**config.mk**
```make
export PLATFORM = sky130hd
export DESIGN_NAME = salct_ctrl
export DESIGN_NICKNAME = d
export VERILOG_FILES = /design/src/rtl/salct_pkg.sv /design/src/rtl/salct_ctrl.sv
export SDC_FILE = /design/constraint.sdc
export NUM_CORES = 1
export LEC_CHECK = 0
export ABC_AREA = 1
export BUFFER_PORTS_ARGS = -buffer_cell sky130_fd_sc_hd__buf_2
export CAP_MARGIN = 30
export CORE_AREA = 2 2 39 41
export CTS_BUF_LIST = sky130_fd_sc_hd__clkbuf_4
export DETAILED_ROUTE_END_ITERATION = 12
export DIE_AREA = 0 0 41 43
export PLACE_DENSITY = 0.48
export SETUP_SLACK_MARGIN = 0.5
export SKIP_CTS_REPAIR_TIMING = 1
export SLEW_MARGIN = 20
export SYNTH_ARGS = -nofsm -noshare
export SYNTH_HDL_FRONTEND = slang
export SYNTH_SLANG_ARGS = --single-unit
```
**constraint.sdc**
```tcl
create_clock -name clk_i -period 2.1 [get_ports clk_i]
set_input_delay 0.105 -clock clk_i [delete_from_list [all_inputs] [get_ports clk_i]]
set_output_delay 0.105 -clock clk_i [all_outputs]
set_load 0.01 [all_outputs]
```
**src/rtl/salct_pkg.sv**
```systemverilog
// Shared types and constants for the set-associative LRU cache tag engine.
// No dependencies; imported by salct_ctrl, salct_dpath and the top level.
`timescale 1ns / 1ps
package salct_pkg;

  // Defaults for the top-level parameters
  localparam int unsigned NUM_SETS_DEF  = 64;
  localparam int unsigned WAYS_DEF      = 4;
  localparam int unsigned ADDR_BITS_DEF = 32;

  // Access opcodes; the last one is unused and changes nothing
  localparam logic [1:0] OP_READ  = 2'd0;
  localparam logic [1:0] OP_WRITE = 2'd1;
  localparam logic [1:0] OP_FILL  = 2'd2;
  localparam logic [1:0] OP_NONE  = 2'd3;

  // Configuration register indexes
  localparam logic [1:0] CFG_BLOCK_SHIFT    = 2'd0;
  localparam logic [1:0] CFG_WRITE_BACK     = 2'd1;
  localparam logic [1:0] CFG_WRITE_ALLOCATE = 2'd2;

  // Controller to datapath commands
  typedef struct packed {
    logic latch_in;   // capture an input transfer
    logic rd_en;      // read the tag and state rows of the set
    logic eval_fire;  // resolve the access, update the set, load the result
    logic clr_en;     // clear one set's state row
  } cmd_t;

  // Datapath to controller status
  typedef struct packed {
    logic clr_last;   // the clearing pass is on its last set
  } status_t;

endpackage

```
**src/rtl/salct_ctrl.sv**
```systemverilog
// Sequencer of the cache tag engine: clearing pass, lookup steps, result handshake.
// Depends on salct_pkg.
`timescale 1ns / 1ps
module salct_ctrl (
  input  logic              clk_i,
  input  logic              rst_ni,
  input  logic              in_valid_i,
  output logic              in_ready_o,
  output logic              out_valid_o,
  input  logic              out_ready_i,
  input  salct_pkg::status_t status_i,
  output salct_pkg::cmd_t    cmd_o
);
  import salct_pkg::*;

  typedef enum logic [3:0] {
    S_CLEAR = 4'b0001,
    S_IDLE  = 4'b0010,
    S_READ  = 4'b0100,
    S_EVAL  = 4'b1000
  } state_e;

  state_e state_q, state_d;
  logic   out_valid_q, out_valid_d;
  logic   fire;

  assign fire       = (state_q == S_EVAL) && (!out_valid_q || out_ready_i);
  assign in_ready_o = (state_q == S_IDLE);
  assign out_valid_o = out_valid_q;

  // Drive the datapath commands
  always_comb begin
    cmd_o.latch_in  = (state_q == S_IDLE) && in_valid_i;
    cmd_o.rd_en     = (state_q == S_READ);
    cmd_o.eval_fire = fire;
    cmd_o.clr_en    = (state_q == S_CLEAR);
  end

  // Advance the sequence
  always_comb begin
    state_d = state_q;
    case (state_q)
      S_CLEAR: if (status_i.clr_last) state_d = S_IDLE;
      S_IDLE:  if (in_valid_i) state_d = S_READ;
      S_READ:  state_d = S_EVAL;
      S_EVAL:  if (fire) state_d = S_IDLE;
      default: state_d = S_CLEAR;
    endcase
  end

  // Hold the result until its transfer
  always_comb begin
    out_valid_d = out_valid_q;
    if (out_valid_q && out_ready_i) out_valid_d = 1'b0;
    if (fire) out_valid_d = 1'b1;
  end

  always_ff @(posedge clk_i or negedge rst_ni) begin
    if (!rst_ni) begin
      state_q     <= S_CLEAR;
      out_valid_q <= 1'b0;
    end else begin
      state_q     <= state_d;
      out_valid_q <= out_valid_d;
    end
  end

endmodule

```
Word-level counts from Yosys, hierarchy flattened --
Cells that the tools add are included.
Word-level totals: bits in registers 5, latch bits 0, memory bits (writable) 0, memory bits (read-only) 0, output and inout bits 6, logic and storage cells 22, memories kept 0
Cells by class: $add $sub $neg 0, multipliers 0, div/mod/pow operators 0, magnitude comparators 0, eq/ne operators 7, shift-type cells 0, multiplexer cells 6, bitwise gates (word level) 0, reduce and logical (&&, ||, !) cells 7
Operators with widths (count):
- 4-bit case mux with 4 select lines | 1
- 4-bit 2-to-1 mux | 3
- 2-bit != test, second input constant | 3
- 4-bit by 1-bit equality test with 1-bit output, second input constant | 1
- 4-bit by 2-bit equality test with 1-bit output, second input constant | 1
- 4-bit by 3-bit equality test with 1-bit output, second input constant | 1
- 4-bit equality test, second input constant | 1
- 1-bit logical AND | 3
- 3-bit AND reduction | 1
- 1-bit 2-to-1 mux | 2
- 2-bit nonzero test | 1
- 1-bit logical NOT | 1
- 1-bit logical OR | 1

Logic depth before layout (Yosys ltp) --
Gate-level depths: netlist (run 1).
depth after elaboration 5, mapped depth 6

Worst setup path after synthesis (run 1) --
Ideal clock, no wire load.
kind reg-to-output, start reg state_q[0], end out cmd_o[1] (netlist bit), arrival time 0.906 ns, required time 1.995 ns, path slack 1.089 ns, stages on the path, launching flop included 7, path buffers 1, cells stage by stage dfstp_2 > inv_1 > nand2_1 > nor2_2 > inv_1 > nor2_1 > buf_4
Between the ends: word-level cells in the longest chain between the ends 2
Ends and longest elaborated chain:
- from (decl) | RTL line salct_ctrl.sv:23 | state_e state_q, state_d;
- from (signal assigned) | RTL line salct_ctrl.sv:63 | state_q <= state_d;
- 4-bit equality test | RTL line salct_ctrl.sv:27 | assign fire = (state_q == S_EVAL) && (!out_valid_q || out_ready_i);
- 1-bit logical AND | RTL line salct_ctrl.sv:27
- to (decl) | RTL line salct_ctrl.sv:12 | output salct_pkg::cmd_t cmd_o
Every way passes these cells.

==> metrics.txt, run 1 <==
overall power=467 uW; die width=41 um; CP max FO=3; Hold Path Origin=out_ready_i; final setup fails=0; layout cells sized above 1=41.1%; Clock Path Buffers=2; transition time of the tightest slew-check pin=0.153 ns; met2 usage in global routing=about a tenth; first-pass GRT wire length=between 900 and 1000 um; filler instances=153; clock root cell=clkbuf_4; CTS tree=built; top post-synthesis cells by count=8 x inv_1, 7 x nand2_1, 7 x nor2_1; layout net count=62; yosys warns=0; placed wire-length estimate=between 400 and 500 um; # diodes=0; Netlist cell types=13; top_reg_cell synth=dfrtp_1; synthesized area=just under 300 sq um; Worst path max stage delay=0.54 ns; cell count after synthesis=between 40 and 50; final worst path period share=61.8%; DRT Pass-1 Iters=2; max-cap violations=0; # DRC=0; most used routing layer=met2; grt met3 use=approximately 3.1%; status=complete, no violations; cell mode on critical path=inv_1; Yosys top cell by area=dfrtp_1; Port Buffer Count=10; die height=43 um; Clock Skew=just under 0.0004 ns; reg-to-reg startpoint=state_q[0]$_DFFE_PN1P_; Area Overhead vs Synth=34.7%; Critical Path Source Type=register; final instance area=398 sq um; largest net degree at the start of global routing=6; Rows=14; ANT nets after route=0; initial core utilization=21.3%; TNS Setup=0 ns; Boundary Pins=11; CTS HTree Levels=1; final weighted congestion of routability-driven global placement=0.706; antenna violations before repair=0; largest cells by area after synthesis=dfrtp_1 34%, inv_1 10%, dfstp_2 8.9%; Worst VDD drop=0.000488 V; DIE AREA=1760 sq um; Num CTS Buffers=3; Cell Pwr Density=1170 nW/um^2; critical path cell sequence=inv_1 -> nand2_1 -> nor2_2 -> inv_1 -> nor2_1 -> buf_2; Synth async-reset ratio=100%; Core ar.=1380 sq um; count leader, synth=inv_1; Overflow after GRT=0; Setup CP Type=register to output port; Yosys reg bits=5; M1 GR Usage=10.2%; sequential area share after synthesis=42.8%; type of destination of the critical path=output port; critical path's slowest cell=dfstp_2; Mean Syn Cell Area=7.03 sq um; Synth top area share=about a third; final hold viol count=0; Slew Viols, Final=0; Max Clk Rate=770 MHz; via count=approximately 270; Leakage=~0.24 nW; Hold Path Class=primary input to register; Worst Path Required=2.00 ns; hold slack=around 0.068 ns; Iter 0 DRT Violations=4; syn_nets=47; Post-DP Area=358 sq um; RSZ-0062 raised after global routing=no; clk_lat worst skew=0.24 ns; headroom to the max-slew limit=89.7%; crit path from=state_q[0]$_DFFE_PN1P_; WL per Instance=7.83 um; vias in the first global route=253; drt total wl=564 um; Arr. time, crit path=between 1 and 1.5 ns; TritonCTS Sinks=5; clk slew on worst S/H paths=0.04 ns; gr usage total=8.70%; EDFF count, synth=0; Via density=3.68; fin crit period=1.30 ns
[area by class of cell]
class | count | area (sq um) | share of cell area [%]
repair buffers | 11 | 60.1 | 15.1
flip-flops and latches | 5 | 126 | 31.8
clock buffers | 4 | 30.0 | 7.55
inverters | 10 | 37.5 | 9.43
well taps | 16 | 20.0 | 5.03
multi-input cells | 26 | 124 | 31.1
[cells by family after synthesis]
kind of cell	Yosys count	synth area share, %
buffers and inverters	11	15.3
and+or+nand+nor	24	38.6
DFF	5	42.8
AOI/OAI and AO/OA	2	3.39
[critical path, delay by kind of cell (launching register included)]
kind	cells	cell delay, ns
flip-flops	1	0.54
buffers and inverters	3	0.26
AND/OR/NAND/NOR	3	0.16
[sequential cells by signal (all words and copies together), names as in the netlist]
name / count
state_q: 4
out_valid_o: 1
[placed cells by master, fill, tap and decap left out]
cell           instances
buf_2                 10
nand3_1                4
dlygate4sd3_1          1
nand2_2                1
dfstp_2                1
inv_2                  2
nor2_1                 7
clkbuf_4               4
dfrtp_1                4
nand2_1                7
nor2_2                 4
o21ai_1                1
inv_1                  8
o21ai_0                1
nand3_2                1
[stage by stage]
stage | utilization (%) | worst slack (ns) | cells
finish | 28.8 | 0.802 | 72
global route | 28.8 | 0.700 | 72
CTS | 28.0 | 0.777 | 71
detailed placement | 25.9 | 1.04 | 67
global placement | 25.9 | 1.05 | 67
floorplan | - | 1.09 | 42
[final timing paths]
| check | end | slack (ns) | depth (start not counted) |
|---|---|---|---|
| hold / removal | out_valid_o$_DFFE_PN0P_ | 0.07 | 2 |
| setup / recovery | cmd_o[1] | 0.80 | 6 |
| max in group asynchronous | state_q[0]$_DFFE_PN1P_ | 1.69 | 2 |
| setup reg to reg | state_q[0]$_DFFE_PN1P_ | 1.06 | 6 |
| hold reg to reg | out_valid_o$_DFFE_PN0P_ | 0.56 | 2 |
| min in group asynchronous | state_q[2]$_DFFE_PN0P_ | 0.20 | 2 |
[report_power, final]
group	internal [mW]	total (mW)	switching, mW
Sequential	0.129	0.155	0.0253
Combinational	0.0755	0.187	0.112
Clock	0.0848	0.125	0.0403
Total	0.290	0.467	0.178
[metal layers]
layer,vias to the layer above,share of wire [%]
met5,-,0
met4,0,0
met3,0,7.1
met2,7,44
met1,106,49
li1,152,-
Power figures use the tool's default switching activity.
==> inputs of run 2 (changes only) <==
Clock period 2.1 ns to 1.2 ns, I/O delays scaled along.
==> run 2 against run 1 <==
  * The flow now finishes with violations (setup timing)
  * Power increased by 110%
  * Wire length increased by 19%
  * First-iteration DRC count decreased by 50%
  * Hold slack got worse by 0.057 ns
  * Critical path type unchanged
==> metrics.txt, run 2 (same netlist as run 1, synthesis figures left out) <==
Setup CP Type=register to output port; ANT nets after route=0 (unchanged); FF+latch area=126 sq um (unchanged); clk slew on worst S/H paths=0.04 ns (about the same); critical path cell sequence=inv_2 -> nand2_2 -> nor2_4 -> inv_2 -> nor2_1 -> buf_2; r2r setup slk=0.08 ns (-0.98 ns); antenna violations before repair=0 (unchanged); Boundary Pins=11 (unchanged); Iter 0 DRT Violations=2 (-2); layout net count=66 (+6.5%); final worst path period share=104%; CTS HTree Levels=1 (unchanged); Clock Skew=0.00382 ns (+0.00342 ns); Clock Path Buffers=2 (unchanged); filler instances=148 (-3.3%); Num CTS Buffers=3 (unchanged); DRT Pass-1 Iters=2 (unchanged); clk_lat worst skew=0.24 ns (about the same); TritonCTS Sinks=5 (unchanged); Rows=14 (unchanged); max reg flops=4 (unchanged); fin crit period=1.25 ns; Leakage=0.265 nW (+8.5%); area of the multi-input gates=143 sq um (+15%); reg2reg end=state_q[1]$_DFFE_PN0P_; cell mode on critical path=inv_2; die height=43 um (unchanged); critical path's slowest cell=dfstp_2; failing checks=setup timing; type of destination of the critical path=output port; Critical Path Source Type=register; post-route setup slack=-0.0499 ns (-0.852 ns); DIE AREA=1760 sq um (unchanged); most common cell after layout, fill and taps aside=buf_2; Cell Pwr Density=2100 nW/um^2 (+79%); gr usage total=8.70% (unchanged); Max Clk Rate=800 MHz; Overflow after GRT=0 (unchanged); Post-DP Area=363 sq um (+1.4%); clock root cell=clkbuf_4; Area Overhead vs Synth=56.8%; drt total wl=669 um (+19%); headroom to the max-slew limit=88.6% (-1.1 points); Port Buffer Count=10 (unchanged); vias in the first global route=258 (+2.0%); Hold Path Class=primary input to register; Core ar.=1380 sq um (unchanged); CTS tree=built; worst slack, placed=0.163 ns (-0.879 ns); placed wire-length estimate=478 um (+2.7%); Arr. time, crit path=1.19 ns (about the same); max-cap violations=0 (unchanged); # DRC=0 (unchanged); Worst Path Required=1.14 ns (-0.86 ns); Slew Viols, Final=0 (unchanged); Worst path max stage delay=0.55 ns (about the same); die width=41 um (unchanged); final hold viol count=0 (unchanged); transition time of the tightest slew-check pin=0.170 ns (+0.0174 ns); initial core utilization=21.3% (unchanged); Reg with most FFs=state_q; final weighted congestion of routability-driven global placement=0.646 (-8.5%); first-pass GRT wire length=986 um (+2.8%); Via density=3.91 (+6.2%); reg-to-reg startpoint=state_q[0]$_DFFE_PN1P_; WHS Endpoint=out_valid_o$_DFFE_PN0P_; via count=297 (+12%); Hold Crit Depth=2 (unchanged); largest net degree at the start of global routing=6 (unchanged); final setup fails=3 (+3); worst-case reg-to-reg path depth=6 (unchanged); Hold Path Origin=out_ready_i; status=finished with violations; WL per Instance=8.80 um (+12%); final instance area=463 sq um (+16%); layout cells sized above 1=56.7% (+16 points); Worst VDD drop=0.000822 V (+68%); CP max FO=3 (unchanged); RSZ-0062 raised after global routing=yes; commonest cells after routing, fill and taps aside=8 x buf_2, 7 x nor2_1, 6 x inv_2; # diodes=0 (unchanged)
run 2: per-layer routing:
layer  track usage [%]  vias to the layer above  routed length [um]
met2              9.69                        7                 332
li1                  -                      159                   -
met1              12.2                      131                 301
met5                 0                        -                   0
met3              1.57                        0                  35
met4              10.0                        0                   0
run 2: power breakdown:
group / switching, mW / total, mW / internal (mW) / leakage, nW
Sequential: 0.0516 / 0.278 / 0.227 / 0.0645
Combinational: 0.253 / 0.480 / 0.227 / 0.182
Clock: 0.0663 / 0.214 / 0.148 / 0.0184
Total: 0.371 / 0.972 / 0.602 / 0.265
run 2: worst max-delay path by stage:
stage,startpoint,end,slack (ns)
2_1_floorplan,state_q[0]$_DFFE_PN1P_,state_q[1]$_DFFE_PN0P_,0.24
3_3_place_gp,state_q[0]$_DFFE_PN1P_,state_q[1]$_DFFE_PN0P_,0.17
3_5_place_dp,state_q[0]$_DFFE_PN1P_,state_q[1]$_DFFE_PN0P_,0.16
4_1_cts,state_q[0]$_DFFE_PN1P_,cmd_o[1],-0.05
5_1_grt,state_q[1]$_DFFE_PN0P_,cmd_o[1],-0.13
6_report,state_q[0]$_DFFE_PN1P_,cmd_o[1],-0.05
run 2: critical path: cells and delay by family (launching register included):
family / cells / cell delay [ns]
buf+inv: 3 / 0.24
flops: 1 / 0.55
simple gates: 3 / 0.16
run 2: cell type report:
| cell class | instances | area share [%] |
|---|---|---|
| sequential | 5 | 27.3 |
| inverter | 10 | 8.11 |
| clock buffer | 4 | 6.49 |
| multi-input combinational | 26 | 30.8 |
| tap | 16 | 4.32 |
| timing repair buffer | 15 | 23.0 |
run 2: per-stage QoR:
stage / total power, mW / TNS (ns) / instances / hold WS [ns] / util (%)
2_1_floorplan: 0.534 / 0 / 42 / -0.236 / -
3_5_place_dp: 0.630 / 0 / 67 / -0.122 / 26.2
3_3_place_gp: 0.630 / 0 / 67 / -0.126 / 26.2
4_1_cts: 0.853 / -0.127 / 71 / -0.382 / 28.4
5_1_grt: 1.05 / -0.398 / 76 / 0.00574 / 33.5
6_report: 0.972 / -0.0885 / 76 / 0.0107 / 33.5
==> inputs of run 3 (changes only) <==
Settings changed: REMOVE_ABC_BUFFERS set to 1.
==> run 3 against run 2 <==
  * Via count increased by 2.7%
  * Critical path depth did not move
  * Sequential power is 4% lower
  * Wire length shrank 1.9%
  * The run still ends with setup timing left
  * Design area grew 1.1%
==> metrics.txt, run 3 (same netlist as run 1, synthesis figures left out) <==
ANT nets after route=0 (unchanged); failing checks=setup timing; worst-case reg-to-reg path depth=6 (unchanged); Leakage=0.273 nW (+3.1%); Setup CP Type=register to output port; Num CTS Buffers=3 (unchanged); type of destination of the critical path=output port; Rows=14 (unchanged); Cell Pwr Density=2230 nW/um^2 (+6.4%); layout cells sized above 1=57.4% (+0.71 points); commonest cells after routing, fill and taps aside=9 x buf_2, 6 x nor2_1, 6 x inv_1; Core ar.=1380 sq um (unchanged); DIE AREA=1760 sq um (unchanged); clk_lat worst skew=0.24 ns (about the same); fin crit period=1.23 ns (-0.0185 ns); Hold Path Origin=out_ready_i; initial core utilization=21.3% (unchanged); cell family with most CP delay=flip-flops; Slew Viols, Final=0 (unchanged); Boundary Pins=11 (unchanged); Via density=3.96 (+1.4%); die width=41 um (unchanged); gr usage total=9.18% (+0.49 points); final hold viol count=0 (unchanged); Worst path max stage delay=0.55 ns (about the same); TNS Setup=-0.0555 ns (+0.0330 ns); final weighted congestion of routability-driven global placement=0.665 (+3.0%); Critical Path Source Type=register; Area Overhead vs Synth=58.5%; vias in the first global route=272 (+5.4%); clock root cell=clkbuf_4; DRT Pass-1 Iters=2 (unchanged); headroom to the max-slew limit=86.1% (-2.6 points); antenna violations before repair=0 (unchanged); Clock Skew=0.00106 ns (-0.00276 ns); WHS Endpoint=out_valid_o$_DFFE_PN0P_; status=finished with violations; filler instances=156 (+5.4%); Arr. time, crit path=1.17 ns (-0.02 ns); CTS HTree Levels=1 (unchanged); WL per Instance=8.52 um (-3.2%); final worst path period share=103% (-1.5 points); crit path buf inv count=3 (unchanged); critical path cell sequence=inv_2 -> nand2_2 -> nor2_2 -> inv_1 -> nor2_1 -> buf_2; reg-to-reg startpoint=state_q[0]$_DFFE_PN1P_; transition time of the tightest slew-check pin=0.208 ns (+0.0382 ns); max reg flops=4 (unchanged); layout net count=67 (+1.5%); critical path's slowest cell=dfstp_2; hold slack=0.0324 ns (+0.0217 ns); Hold Path Class=primary input to register; # DRC=0 (unchanged); clk slew on worst S/H paths=0.04 ns (about the same); CP max FO=3 (unchanged); Clock Path Buffers=2 (unchanged); CTS tree=built; # diodes=0 (unchanged); drt total wl=656 um (-1.9%); Overflow after GRT=0 (unchanged); most common cell after layout, fill and taps aside=buf_2; first-pass GRT wire length=1000 um (+1.4%); largest net degree at the start of global routing=6 (unchanged); RSZ-0062 raised after global routing=yes; post-route setup slack=-0.0314 ns (+0.0185 ns); die height=43 um (unchanged); Max Clk Rate=812 MHz (+1.5%); max-cap violations=0 (unchanged); final setup fails=4 (+1); placed wire-length estimate=510 um (+6.8%); Reg with most FFs=state_q; reg2reg end=state_q[1]$_DFFE_PN0P_; Port Buffer Count=10 (unchanged); Hold Crit Depth=2 (unchanged); r2r setup slk=0.04 ns (-0.04 ns); Worst Path Required=1.14 ns (about the same); TritonCTS Sinks=5 (unchanged); via count=305 (+2.7%); Worst VDD drop=0.000779 V (-5.1%); placed cells=67 (unchanged); Finished Layout Cells=77 (+1.3%); Iter 0 DRT Violations=3 (+1)
==> run 3: changes by cell type in the layout (fill, tap and decap cells not counted), sizes merged <==
| cell | change |
|---|---|
| buf | +1 |
==> run 3: area by class of cell <==
class | count | area (sq um) | area share, %
flip-flops and latches | 5 | 128 | 27.3
inverters | 10 | 37.5 | 8.02
well taps | 16 | 20.0 | 4.28
repair buffers | 16 | 111 | 23.8
multi-input cells | 26 | 141 | 30.2
clock buffers | 4 | 30.0 | 6.42
==> run 3: worst max path at each step <==
stage | slack (ns) | from | cells past startpoint | to
after floorplan | 0.20 | state_q[0]$_DFFE_PN1P_ | 4 | state_q[1]$_DFFE_PN0P_
after global placement | 0.16 | state_q[0]$_DFFE_PN1P_ | 5 | state_q[1]$_DFFE_PN0P_
after global routing | -0.08 | state_q[0]$_DFFE_PN1P_ | 6 | cmd_o[1]
after detailed placement | 0.16 | state_q[0]$_DFFE_PN1P_ | 5 | state_q[1]$_DFFE_PN0P_
after CTS | -0.07 | state_q[0]$_DFFE_PN1P_ | 6 | cmd_o[1]
final | -0.03 | state_q[0]$_DFFE_PN1P_ | 6 | cmd_o[1]
==> run 3: worst register-to-register path: stages (launching register included) <==
cell,delay (ns)
dfstp_2,0.55
inv_2,0.06
buf_4,0.13
nor2_2,0.07
nand3_1,0.10
nand2_1,0.07
o21ai_1,0.06
==> run 3: metal layers <==
layer | track usage [%] | share of wire, % | vias up
met5 | 0 | 0 | -
met2 | 14.1 | 51 | 9
li1 | - | - | 160
met4 | 10.0 | 3.4 | 0
met1 | 9.15 | 40 | 133
met3 | 1.57 | 5.8 | 3
==> run 3: metrics by stage <==
step                utilization (%)  power [mW]  setup WS, ns  cell area [sq um]
floorplan                         -       0.511         0.202                288
global placement               25.9       0.604         0.159                358
detailed placement             25.9       0.608         0.156                358
CTS                            28.0       0.830       -0.0733                388
global route                   33.8        1.12       -0.0809                468
finish                         33.8        1.05       -0.0314                468
==> run 3: where the power goes <==
part / leakage (nW) / total, mW / switching (mW) / internal, mW
Combinational: 0.192 / 0.559 / 0.275 / 0.284
Sequential: 0.0630 / 0.268 / 0.0398 / 0.228
Clock: 0.0184 / 0.219 / 0.0706 / 0.148
